--- src/hw/rtl/iirs_pkg.sv ---
package iirs_pkg;

  // Stack geometry
  localparam int DEPTH   = 16;
  localparam int CNT_W   = $clog2(DEPTH + 1);

  // Field widths of the streams
  localparam int CMD_W   = 3;
  localparam int POS_W   = 5;
  localparam int WORD_W  = 32;
  localparam int COUNT_W = 5;
  localparam int STAT_W  = 2;

  // Width used to compare positions against the fill count
  localparam int CMP_W   = (CNT_W > POS_W) ? CNT_W : POS_W;

  // Command codes
  localparam logic [CMD_W-1:0] CMD_PUSH_TOP   = 3'd0;
  localparam logic [CMD_W-1:0] CMD_INS_BOTTOM = 3'd1;
  localparam logic [CMD_W-1:0] CMD_INS_POS    = 3'd2;
  localparam logic [CMD_W-1:0] CMD_REM_BOTTOM = 3'd3;
  localparam logic [CMD_W-1:0] CMD_REM_POS    = 3'd4;
  localparam logic [CMD_W-1:0] CMD_DUMP       = 3'd5;

  // Status codes
  localparam logic [STAT_W-1:0] ST_OK    = 2'd0;
  localparam logic [STAT_W-1:0] ST_FULL  = 2'd1;
  localparam logic [STAT_W-1:0] ST_EMPTY = 2'd2;
  localparam logic [STAT_W-1:0] ST_RANGE = 2'd3;

  // What a cell does with its word
  typedef enum logic [1:0] {
    OP_HOLD = 2'd0,  // keep the word
    OP_LOAD = 2'd1,  // take the shared load bus
    OP_UP   = 2'd2,  // take the word of the cell below (entries move up)
    OP_DOWN = 2'd3   // take the word of the cell above (entries move down)
  } cell_op_e;

endpackage

--- src/hw/rtl/iirs_cell.sv ---
module iirs_cell (
  input  logic                          clk_i,
  input  iirs_pkg::cell_op_e            op_i,
  input  logic [iirs_pkg::WORD_W-1:0]   load_i,
  input  logic [iirs_pkg::WORD_W-1:0]   below_i,
  input  logic [iirs_pkg::WORD_W-1:0]   above_i,
  output logic [iirs_pkg::WORD_W-1:0]   data_o
);

  logic [iirs_pkg::WORD_W-1:0] word_q;

  // one stack entry; payload only, no reset
  always_ff @(posedge clk_i) begin
    unique case (op_i)
      iirs_pkg::OP_HOLD: word_q <= word_q;
      iirs_pkg::OP_LOAD: word_q <= load_i;
      iirs_pkg::OP_UP:   word_q <= below_i;
      iirs_pkg::OP_DOWN: word_q <= above_i;
      default:           word_q <= word_q;
    endcase
  end

  assign data_o = word_q;

endmodule

--- src/hw/rtl/indexed_insert_remove_stack.sv ---
// Bounded stack of signed 32-bit words, numbered from the bottom at position 0,
// held in a row of cells that shift in parallel. Commands arrive on the slave
// stream (command in tuser, position and value in tdata); every edit returns
// one status request carrying the new count. A dump returns one request per
// held entry, bottom first, one per cycle while the master side takes them,
// with tlast on the final one (an empty stack returns one empty status); the
// row rotates by one cell per emitted entry and is back in order when the dump
// ends, each entry read out through the single cell-0 read tap. The next
// command is taken once the previous one's requests have all gone into the
// output register. Full, empty and out-of-range commands leave the stack
// unchanged and report their status. Entries come up undefined after reset;
// only positions below the count are ever read, so no clearing pass runs.
module indexed_insert_remove_stack (
  input  logic        clk_i,
  input  logic        rst_ni,
  // slave side: tuser = command[2:0]
  //             tdata = position[4:0], value[36:5], zero pad[39:37]
  input  logic        s_axis_tvalid,
  output logic        s_axis_tready,
  input  logic [2:0]  s_axis_tuser,
  input  logic [39:0] s_axis_tdata,
  // master side: tuser = status[1:0]
  //              tdata = element[31:0], count[36:32], zero pad[39:37]
  output logic        m_axis_tvalid,
  input  logic        m_axis_tready,
  output logic [1:0]  m_axis_tuser,
  output logic [39:0] m_axis_tdata,
  output logic        m_axis_tlast
);

  localparam logic S_IDLE = 1'b0;
  localparam logic S_DUMP = 1'b1;

  localparam int DEPTH = iirs_pkg::DEPTH;
  localparam int CNT_W = iirs_pkg::CNT_W;
  localparam int CMP_W = iirs_pkg::CMP_W;
  localparam int WORD_W = iirs_pkg::WORD_W;

  logic                            state_q, state_d;
  logic [CNT_W-1:0]                fill_q, fill_d;
  logic [CNT_W-1:0]                rem_q, rem_d;

  logic                            m_valid_q;
  logic [WORD_W-1:0]               out_elem_q, out_elem_d;
  logic [CNT_W-1:0]                out_cnt_q, out_cnt_d;
  logic [iirs_pkg::STAT_W-1:0]     out_st_q, out_st_d;
  logic                            out_last_q, out_last_d;
  logic                            out_load;

  logic                            slot_free;
  logic                            in_acc;
  logic [iirs_pkg::CMD_W-1:0]      cmd;
  logic [iirs_pkg::POS_W-1:0]      pos;
  logic [WORD_W-1:0]               val;
  logic [CMP_W-1:0]                pos_x;
  logic [CMP_W-1:0]                fill_x;

  logic                            ins_en, rem_en, rot_en;
  logic [CMP_W-1:0]                ins_pos, rem_pos;
  logic [WORD_W-1:0]               load_bus;

  iirs_pkg::cell_op_e              cell_op  [DEPTH];
  logic [WORD_W-1:0]               cell_data [DEPTH];

  // input unpacking
  assign cmd    = s_axis_tuser;
  assign pos    = s_axis_tdata[iirs_pkg::POS_W-1:0];
  assign val    = s_axis_tdata[iirs_pkg::POS_W +: WORD_W];
  assign pos_x  = CMP_W'(pos);
  assign fill_x = CMP_W'(fill_q);

  assign slot_free     = !m_valid_q || m_axis_tready;
  assign s_axis_tready = (state_q == S_IDLE) && slot_free;
  assign in_acc        = s_axis_tvalid && s_axis_tready;

  // command decode and sequencing
  always_comb begin
    state_d    = state_q;
    fill_d     = fill_q;
    rem_d      = rem_q;
    out_load   = 1'b0;
    out_elem_d = '0;
    out_cnt_d  = fill_q;
    out_st_d   = iirs_pkg::ST_OK;
    out_last_d = 1'b1;
    ins_en     = 1'b0;
    rem_en     = 1'b0;
    rot_en     = 1'b0;
    ins_pos    = '0;
    rem_pos    = '0;

    unique case (state_q)
      S_IDLE: begin
        if (in_acc) begin
          unique case (cmd)
            iirs_pkg::CMD_PUSH_TOP, iirs_pkg::CMD_INS_BOTTOM, iirs_pkg::CMD_INS_POS: begin
              out_load = 1'b1;
              priority case (cmd)
                iirs_pkg::CMD_PUSH_TOP:   ins_pos = fill_x;
                iirs_pkg::CMD_INS_BOTTOM: ins_pos = '0;
                default:                  ins_pos = pos_x;
              endcase
              if (fill_x == CMP_W'(DEPTH)) begin
                out_st_d = iirs_pkg::ST_FULL;
              end else if (ins_pos > fill_x) begin
                out_st_d = iirs_pkg::ST_RANGE;
              end else begin
                ins_en    = 1'b1;
                fill_d    = fill_q + 1'b1;
                out_cnt_d = fill_q + 1'b1;
              end
            end
            iirs_pkg::CMD_REM_BOTTOM, iirs_pkg::CMD_REM_POS: begin
              out_load = 1'b1;
              rem_pos  = (cmd == iirs_pkg::CMD_REM_BOTTOM) ? '0 : pos_x;
              if (fill_q == '0) begin
                out_st_d = iirs_pkg::ST_EMPTY;
              end else if (rem_pos >= fill_x) begin
                out_st_d = iirs_pkg::ST_RANGE;
              end else begin
                rem_en    = 1'b1;
                fill_d    = fill_q - 1'b1;
                out_cnt_d = fill_q - 1'b1;
              end
            end
            iirs_pkg::CMD_DUMP: begin
              if (fill_q == '0) begin
                out_load = 1'b1;
                out_st_d = iirs_pkg::ST_EMPTY;
              end else begin
                state_d = S_DUMP;
                rem_d   = fill_q;
              end
            end
            default: begin
              // unknown command: report current count, no change
              out_load = 1'b1;
            end
          endcase
        end
      end
      S_DUMP: begin
        if (slot_free) begin
          out_load   = 1'b1;
          out_elem_d = cell_data[0];
          out_last_d = (rem_q == CNT_W'(1));
          rot_en     = 1'b1;
          rem_d      = rem_q - 1'b1;
          if (rem_q == CNT_W'(1)) begin
            state_d = S_IDLE;
          end
        end
      end
      default: state_d = S_IDLE;
    endcase
  end

  // per-cell shift controls
  assign load_bus = ins_en ? val : cell_data[0];

  always_comb begin
    for (int i = 0; i < DEPTH; i++) begin
      cell_op[i] = iirs_pkg::OP_HOLD;
      if (ins_en) begin
        if (CMP_W'(i) == ins_pos) begin
          cell_op[i] = iirs_pkg::OP_LOAD;
        end else if (CMP_W'(i) > ins_pos) begin
          cell_op[i] = iirs_pkg::OP_UP;
        end
      end else if (rem_en) begin
        if (CMP_W'(i) >= rem_pos) begin
          cell_op[i] = iirs_pkg::OP_DOWN;
        end
      end else if (rot_en) begin
        // bottom word wraps into the top held cell
        if (CMP_W'(i) == fill_x - 1'b1) begin
          cell_op[i] = iirs_pkg::OP_LOAD;
        end else if (CMP_W'(i) < fill_x) begin
          cell_op[i] = iirs_pkg::OP_DOWN;
        end
      end
    end
  end

  // row of cells
  for (genvar g = 0; g < DEPTH; g++) begin : g_cell
    logic [WORD_W-1:0] below, above;
    if (g == 0) begin : g_bot
      assign below = '0;
    end else begin : g_mid_lo
      assign below = cell_data[g-1];
    end
    if (g == DEPTH - 1) begin : g_top
      assign above = '0;
    end else begin : g_mid_hi
      assign above = cell_data[g+1];
    end
    iirs_cell u_cell (
      .clk_i   (clk_i),
      .op_i    (cell_op[g]),
      .load_i  (load_bus),
      .below_i (below),
      .above_i (above),
      .data_o  (cell_data[g])
    );
  end

  // control registers
  always_ff @(posedge clk_i or negedge rst_ni) begin
    if (!rst_ni) begin
      state_q   <= S_IDLE;
      fill_q    <= '0;
      rem_q     <= '0;
      m_valid_q <= 1'b0;
    end else begin
      state_q <= state_d;
      fill_q  <= fill_d;
      rem_q   <= rem_d;
      if (out_load) begin
        m_valid_q <= 1'b1;
      end else if (m_axis_tready) begin
        m_valid_q <= 1'b0;
      end
    end
  end

  // output payload register
  always_ff @(posedge clk_i) begin
    if (out_load) begin
      out_elem_q <= out_elem_d;
      out_cnt_q  <= out_cnt_d;
      out_st_q   <= out_st_d;
      out_last_q <= out_last_d;
    end
  end

  assign m_axis_tvalid = m_valid_q;
  assign m_axis_tuser  = out_st_q;
  assign m_axis_tlast  = out_last_q;
  assign m_axis_tdata  = {3'b000, iirs_pkg::COUNT_W'(out_cnt_q), out_elem_q};

endmodule

--- config.mk ---
export PLATFORM = sky130hd
export DESIGN_NAME = indexed_insert_remove_stack
export DESIGN_NICKNAME = d
export VERILOG_FILES = /design/src/hw/rtl/iirs_pkg.sv /design/src/hw/rtl/iirs_cell.sv /design/src/hw/rtl/indexed_insert_remove_stack.sv
export SDC_FILE = /design/constraint.sdc
export NUM_CORES = 1
export LEC_CHECK = 0
export BUFFER_PORTS_ARGS = -buffer_cell sky130_fd_sc_hd__buf_2
export CAP_MARGIN = 20
export CORE_MARGIN = 2
export CORE_UTILIZATION = 35
export CTS_BUF_LIST = sky130_fd_sc_hd__clkbuf_4 sky130_fd_sc_hd__clkbuf_8
export DETAILED_ROUTE_END_ITERATION = 16
export PLACE_DENSITY = 0.6
export REMOVE_ABC_BUFFERS = 1
export SETUP_SLACK_MARGIN = 0.02
export SYNTH_ARGS = -nofsm -noshare
export SYNTH_HDL_FRONTEND = slang
export SYNTH_HIERARCHICAL = 1
export SYNTH_SLANG_ARGS = --single-unit
--- constraint.sdc ---
create_clock -name clk_i -period 5.75 [get_ports clk_i]
set_input_delay 0.2875 -clock clk_i [delete_from_list [all_inputs] [get_ports clk_i]]
set_output_delay 0.2875 -clock clk_i [all_outputs]
set_load 0.01 [all_outputs]
==> results of run 1 <==
worst paths after layout:
| path | from | to | cells past startpoint |
|---|---|---|---|
| max | fill_q[1]$_DFF_PN0_ | g_cell[11].u_cell/data_o[29]$_DFFE_PP_ | 12 |
| min | s_axis_tuser[2] | m_axis_tuser[0]$_SDFFCE_PP0P_ | 2 |
| max reg2reg | fill_q[1]$_DFF_PN0_ | g_cell[11].u_cell/data_o[29]$_DFFE_PP_ | 12 |
| min reg2reg | rem_q[0]$_DFFE_PN0P_ | rem_q[0]$_DFFE_PN0P_ | 1 |
| max in group asynchronous | rst_ni | rem_q[2]$_DFFE_PN0P_ | 3 |
| min in group asynchronous | rst_ni | fill_q[2]$_DFF_PN0_ | 3 |
cell usage after synthesis, drive strengths merged (4+ instances only):
cell | n | share of area, %
a211o | 4 | 0.11
a21o | 5 | 0.12
a21oi | 548 | 8.8
a31oi | 15 | 0.32
and2 | 5 | 0.10
and3 | 36 | 0.72
buf | 145 | 5.1
clkbuf | 65 | 0.78
dfrtp | 12 | 0.96
edfxtp | 552 | 53
ha | 19 | 0.76
inv | 20 | 0.24
mux2i | 513 | 16
nand2 | 149 | 1.8
nand2b | 4 | 0.080
nand3 | 25 | 0.42
nand4 | 5 | 0.10
nor2 | 551 | 6.6
nor3 | 8 | 0.14
nor4b | 6 | 0.17
o211ai | 10 | 0.24
o21ai | 44 | 0.72
o22ai | 4 | 0.080
o311ai | 4 | 0.14
o31ai | 4 | 0.11
or2 | 20 | 0.41
xnor2 | 4 | 0.14
critical path, delay by kind of cell (launching register included):
family	cells	cell delay, ns
simple gates	4	1.30
fa+ha+maj	1	0.30
buf+inv	3	0.92
flops	1	0.56
compound gates	4	1.13
stage by stage:
stage | area [µm²] | hold WS, ns | setup WS, ns | setup TNS [ns]
after floorplan | 29600 | -0.00809 | -2.02 | -588.54
after global placement | 32200 | 0.183 | 1.11 | 0
after detailed placement | 32200 | 0.183 | 1.10 | 0
after CTS | 34000 | 0.0506 | 1.23 | 0
after global routing | 34000 | 0.116 | 0.971 | 0
final | 34000 | 0.105 | 1.21 | 0
state kept, by name, summed over array words and instances, names as in the netlist:
register,cells
g_cell.u_cell/data_o,512
out_elem_q,32
fill_q,5
out_cnt_q,5
rem_q,5
m_axis_tuser,2
m_axis_tlast,1
m_axis_tvalid,1
state_q,1
routing by layer:
layer  share of wire, %  up-vias  global-route usage [%]  routed length [µm]
li1                   -    10482                       -                   -
met1                 46     9777                    22.1               35300
met2                 49      418                    28.5               37600
met3                3.4      116                    2.21                2630
met4                2.0        0                    4.97                1580
met5                  0        -                       0                   0
placed cells by master, fill, tap and decap left out, drive strengths merged, types with 25 or more instances in the layout:
cell type  Yosys  final
buf          145    140
a21oi        548    548
mux2i        513    513
edfxtp       552    552
nand3         25     25
conb           1     67
nor2         551    551
clkinv         1     25
clkbuf        65    134
o21ai         44     44
nand2        149    149
and3          36     36
layout make-up:
cell class                 instances  area, µm²
inverter                          21       78.8
multi-input combinational       2090      12900
clock buffer                     134       1610
timing repair buffer             144        941
tap                             1165       1460
clock inverter                    30        160
fill                            8743      54400
antenna                            1       2.50
sequential                       564      16900
repair_timing:
action / 4_1_cts / 5_1_grt
buffers inserted: 0 / 0
hold buffers: 4 / 0
hold endpoints to repair: 14 / 0
power by group through the flow:
stage	Sequential [mW]	Combinational, mW	Clock (mW)
3_5_place_dp	9.84	10.5	0
2_1_floorplan	9.23	7.90	0
4_1_cts	9.78	10.5	3.55
6_report	9.71	10.5	3.47
3_3_place_gp	9.82	10.2	0
5_1_grt	9.97	11.7	3.74
cell families (layout without fill, tap and decap cells):
kind of cell | count (synthesis) | in the layout
xor+xnor | 4 | 4
flops | 564 | 564
fa+ha+maj | 19 | 19
compound gates | 664 | 664
other cells | 1 | 68
mux | 513 | 513
buf+inv | 231 | 329
simple gates | 823 | 823
==> key figures, run 1 <==
Critical path
  • Critical path endpoint category: register
  • Worst Path Arrival: 4.96 ns
  • Worst R2R Setup Slack: 1.21 ns
  • Slowest CP cell: dfrtp_1
  • Crit path cell chain: nor4b_1 -> a21oi_2 -> inv_2 -> ha_1 -> nor2b_1 -> o21ai_0 -> a31oi_2 -> or2_2 -> buf_4 -> a31oi_4 -> or2_2 -> buf_4
  • CP max stage delay: 0.56 ns
  • Critical setup path kind: reg2reg
  • CP startpoint kind: register
  • Worst Path Max Fanout: 34
  • CP Data Required Time: 6.17 ns

CTS
  • Root buffer cell: clkbuf_8
  • Number of gates resized after CTS: 0
  • Number of buffers created by CTS: 93
  • TritonCTS clock tree: done
  • Clock Path Buffers: 3
  • CTS clk-pin slew, worst paths: 0.08 ns
  • H-tree Lvls: 3
  • Clk sinks: 564
  • Clock latency on the worst-skew pair: 0.70 ns

Detailed routing
  • DR pass1 iterations: 5
  • Via density: 5.01
  • Final ANT Viol Nets: 0
  • DR iter-0 viols: 1332
  • Drt drc: 0
  • DRT Wirelength: 77200 µm
  • Wire per inst: 18.6 µm
  • Vias after detailed routing: 20793

Floorplanning
  • Die Y: 303 µm
  • Die width: 303 µm
  • Io pins: 92
  • Initial core utilization: 35.3%
  • Core area: 88400 µm²
  • Row count: 109
  • Die Area: 91600 µm²

Run
  • Max cap viols: 0

Power and ir drop
  • Comb pwr share: 44.3%
  • Reg power frac: 41.1%
  • Clock network fraction of design power: 14.7%
  • VDD IR max: 0.000410 V
  • Design Power: 23.6 mW
  • Net Switching: 9.78 mW
  • PwrDens: 695 nW/µm²
  • Internal power: 13.9 mW
  • Leak: 12.3 nW
  • Switching share of power: 41.4%

STA
  • Tcrit/Tclk final: 79.0%
  • Unrepaired setup endpoints after global routing: false
  • Setup-failing EPs final: 0
  • Slew @ Worst Pin: 1.02 ns
  • Worst Skew: 0.0372 ns
  • Hold Vio Cnt, Final: 0
  • Final Critical Period: 4.54 ns
  • Max frequency: 220 MHz
  • Slew Limit Fails: 0
  • Max_slew headroom: 31.8%

Global route
  • All-Layer GR Usage: 16.7%
  • Vias in the first global route: 20954
  • Initial antenna violation count: 1
  • First-pass GRT wire length: 121000 µm
  • Total gr overflow: 0
  • Largest net degree at the start of global routing: 65

Placement
  • Post-DP HPWL: 52100 µm
  • PortBufs: 85
  • Cell count after placement: 3979
  • GP Congestion: 0.892

Synth
  • Async set-reset flop share out of synthesis: 2.13%
  • Avg Cell Area, Syn: 11.1 µm²
  • Yosys warning count: 6
  • Fraction of synthesized area in multiplexers: 16.5%
  • Main combinational cell family by area after synthesis: multiplexers
  • Cells after Synth: 2819
  • Seq/Total Area, Yosys: 54.1%
  • Main synth FF type: edfxtp_1
  • Post-synthesis xor/xnor area fraction: 0.136%
  • Yosys reg bits: 564
  • Netlist Area Pre-Place: 31200 µm²
  • Compound-Gate Fraction of Synth Area: 11.4%
  • Cell variety after synth: 72
  • EDFF count, synth: 552
  • Simple-gate share of the synthesized area: 11.0%
  • Adder-cell share of the synthesized area: 0.762%

Cells and area
  • Layout cells sized above 1: 12.1%
  • Post-route insts no fill: 4149
  • Final nets: 2980
  • Area Growth Syn to Fin: 9.01%
  • Fin util: 38.5%

Status
  • Status: completed

Worst hold path
  • Hold/Removal Path Class: in2reg
No activity file was read; power rests on OpenSTA's default activity.
==> run 2: changes to the inputs <==
==> constraint.sdc (replaced) <==
create_clock -name clk_i -period 4.5 [get_ports clk_i]
set_input_delay 0.225 -clock clk_i [delete_from_list [all_inputs] [get_ports clk_i]]
set_output_delay 0.225 -clock clk_i [all_outputs]
set_load 0.01 [all_outputs]
==> key figures, run 2 (synthesis gave the netlist of run 1 again) <==
Status
  • Status: completed

Global route
  • Grt met2 use: 28.2% (-0.30 points)
  • Total gr overflow: 0 (unchanged)
  • Largest net degree at the start of global routing: 65 (unchanged)
  • Met3 GRT Util: 2.43% (+0.23 points)
  • M1 GR Usage: 21.7% (-0.41 points)
  • All-Layer GR Usage: 16.6% (-0.060 points)
  • First-pass GRT wire length: 122000 µm (+0.52%)
  • GRT busiest layer: met2
  • Initial antenna violation count: 3 (+2)
  • Vias in the first global route: 21346 (+1.9%)

CTS
  • Number of gates resized after CTS: 0 (unchanged)
  • Number of buffers created by CTS: 94 (+1.1%)
  • Postcts setup bufs: 0 (unchanged)
  • Root buffer cell: clkbuf_8
  • Clk sinks: 564 (unchanged)
  • TritonCTS clock tree: done
  • CTS clk-pin slew, worst paths: 0.06 ns (-0.02 ns)
  • Clock Path Buffers: 3 (unchanged)
  • H-tree Lvls: 3 (unchanged)
  • Clock latency on the worst-skew pair: 0.70 ns (about the same)

Power and ir drop
  • Leak: 13.2 nW (+7.0%)
  • VDD IR max: 0.000416 V (+1.4%)
  • Clock network fraction of design power: 14.2% (-0.5 points)
  • Internal power: 19.3 mW (+39%)
  • Net Switching: 12.7 mW (+30%)
  • Switching share of power: 39.6% (-1.7 points)
  • Comb pwr share: 47.2% (+2.9 points)
  • Design Power: 32.0 mW (+35%)
  • PwrDens: 894 nW/µm² (+29%)
  • Reg power frac: 38.6% (-2.5 points)

STA
  • Tcrit/Tclk final: 88.8% (+9.8 points)
  • Setup-failing EPs final: 0 (unchanged)
  • Final Hold Slack: 0.106 ns (+0.00177 ns)
  • Post-Route Setup TNS: 0 ns (unchanged)
  • Slew Limit Fails: 0 (unchanged)
  • Slew @ Worst Pin: 1.02 ns (-0.00390 ns)
  • Max_slew headroom: 31.8% (about the same)
  • Unrepaired setup endpoints after global routing: false
  • Hold Vio Cnt, Final: 0 (unchanged)
  • Final Critical Period: 4.00 ns (-0.549 ns)
  • Worst Skew: 0.0343 ns (-0.00286 ns)
  • Max frequency: 250 MHz (+14%)

Detailed routing
  • Via density: 4.92 (-1.9%)
  • Vias after detailed routing: 20948 (+0.75%)
  • Wire per inst: 17.9 µm (-3.6%)
  • Final ANT Viol Nets: 0 (unchanged)
  • DR iter-0 viols: 1384 (+3.9%)
  • DR pass1 iterations: 6 (+1)
  • Drt drc: 0 (unchanged)
  • DRT Wirelength: 76400 µm (-1.0%)

Worst hold path
  • Worst Hold Path EP: m_axis_tuser[1]$_SDFFCE_PP0P_
  • Hold depth: 2 (unchanged)
  • Hold/Removal Path Class: in2reg
  • Hold wc startpoint: s_axis_tuser[1]

Floorplanning
  • Core area: 88400 µm² (unchanged)
  • Io pins: 92 (unchanged)
  • Row count: 109 (unchanged)
  • Die Area: 91600 µm² (unchanged)
  • Die Y: 303 µm (unchanged)
  • Initial core utilization: 35.3% (unchanged)
  • Die width: 303 µm (unchanged)

Critical path
  • Slowest CP cell: dfrtp_1
  • Worst R2R Setup Slack: 0.50 ns (-0.70 ns)
  • Worst Path Buf+Inv: 4 (+1)
  • Most frequent CP cell: buf_4
  • Worst R2R Path Depth: 14 (+2)
  • Worst Path Max Fanout: 43 (+26%)
  • Crit path cell chain: nor4b_1 -> a21oi_2 -> inv_2 -> ha_1 -> nor2b_1 -> o21ai_0 -> a31oi_2 -> buf_4 -> nor2_4 -> nand2_1 -> o211ai_1 -> buf_4 -> buf_4 -> a21oi_1
  • CP startpoint kind: register
  • Critical path endpoint category: register
  • Critical setup path kind: reg2reg
  • FF-to-FF Start: fill_q[1]$_DFF_PN0_
  • CP max stage delay: 0.51 ns (-0.05 ns)
  • R2R Path End: g_cell[5].u_cell/data_o[15]$_DFFE_PP_
  • Worst Path Arrival: 4.41 ns (-0.55 ns)
  • Top delay family on crit path: compound AO/OA/AOI/OAI gates
  • CP Data Required Time: 4.91 ns (-1.26 ns)

Cells and area
  • Area Growth Syn to Fin: 14.7%
  • Max reg flops: 512 (unchanged)
  • Filler instances: 8587 (-1.8%)
  • Post-route insts no fill: 4261 (+2.7%)
  • Final nets: 3095 (+3.9%)
  • Commonest cells after routing, fill and taps aside: edfxtp_1, nor2_1, a21oi_1
  • Layout cells sized above 1: 15.0% (+3.0 points)
  • Most common cell after layout, fill and taps aside: edfxtp_1

Placement
  • Cell count after placement: 4092 (+2.8%)
  • Post-DP HPWL: 55000 µm (+5.6%)
  • GP Congestion: 0.919 (+3.0%)
  • PortBufs: 85 (unchanged)

Run
  • Max cap viols: 0 (unchanged)
-- run 2: timing repair --
| item | CTS | global route |
|---|---|---|
| hold buffers | 6 | 0 |
| setup endpoints to repair | 0 | 0 |
| endpoints found under the hold margin | 15 | 0 |
-- run 2: final cells by class --
cell class	count	area (µm²)	share of cell area (%)
Sequential cell	564	16900	47.2
Clock buffer	125	1530	4.28
Timing Repair Buffer	258	2650	7.41
Multi-Input combinational cell	2090	12900	36.0
Clock inverter	35	287	0.801
Antenna cell	3	7.51	0.0210
Tap cell	1165	1460	4.07
Inverter	21	78.8	0.220
-- run 2: how the worst max path moves through the flow --
stage,to,slack [ns],cells after the start,start
global placement,g_cell[10].u_cell/data_o[29]$_DFFE_PP_,0.46,16,s_axis_tuser[1]
global route,g_cell[2].u_cell/data_o[29]$_DFFE_PP_,0.28,15,fill_q[4]$_DFF_PN0_
detailed placement,g_cell[2].u_cell/data_o[29]$_DFFE_PP_,0.38,16,s_axis_tuser[1]
floorplan,g_cell[2].u_cell/data_o[0]$_DFFE_PP_,-3.27,11,fill_q[2]$_DFF_PN0_
CTS,g_cell[5].u_cell/data_o[15]$_DFFE_PP_,0.52,14,fill_q[1]$_DFF_PN0_
finish,g_cell[5].u_cell/data_o[15]$_DFFE_PP_,0.50,14,fill_q[1]$_DFF_PN0_
-- run 2: power groups by stage --
| stage | registers [mW] | clock network (mW) | logic (mW) |
|---|---|---|---|
| floorplan | 11.8 | 0 | 10.1 |
| global placement | 12.5 | 0 | 14.7 |
| detailed placement | 12.5 | 0 | 15.1 |
| CTS | 12.5 | 4.69 | 15.2 |
| global route | 12.7 | 4.91 | 16.8 |
| finish | 12.4 | 4.55 | 15.1 |
-- run 2: per-layer routing --
metal  share of wire, %  up-vias  wire length, µm
li1                   -    10714                -
met1                 45     9690            34600
met2                 49      403            37200
met3                3.4      141             2590
met4                2.6        0             2020
met5                  0        -                0
-- run 2: stage by stage --
step                util, %  worst slack (ns)  instance area, µm²
finish                 40.5             0.505               35800
global route           40.5             0.279               35800
CTS                    40.5             0.525               35800
detailed placement     38.4             0.380               33900
global placement       38.4             0.456               33900
floorplan                 -             -3.27               29600
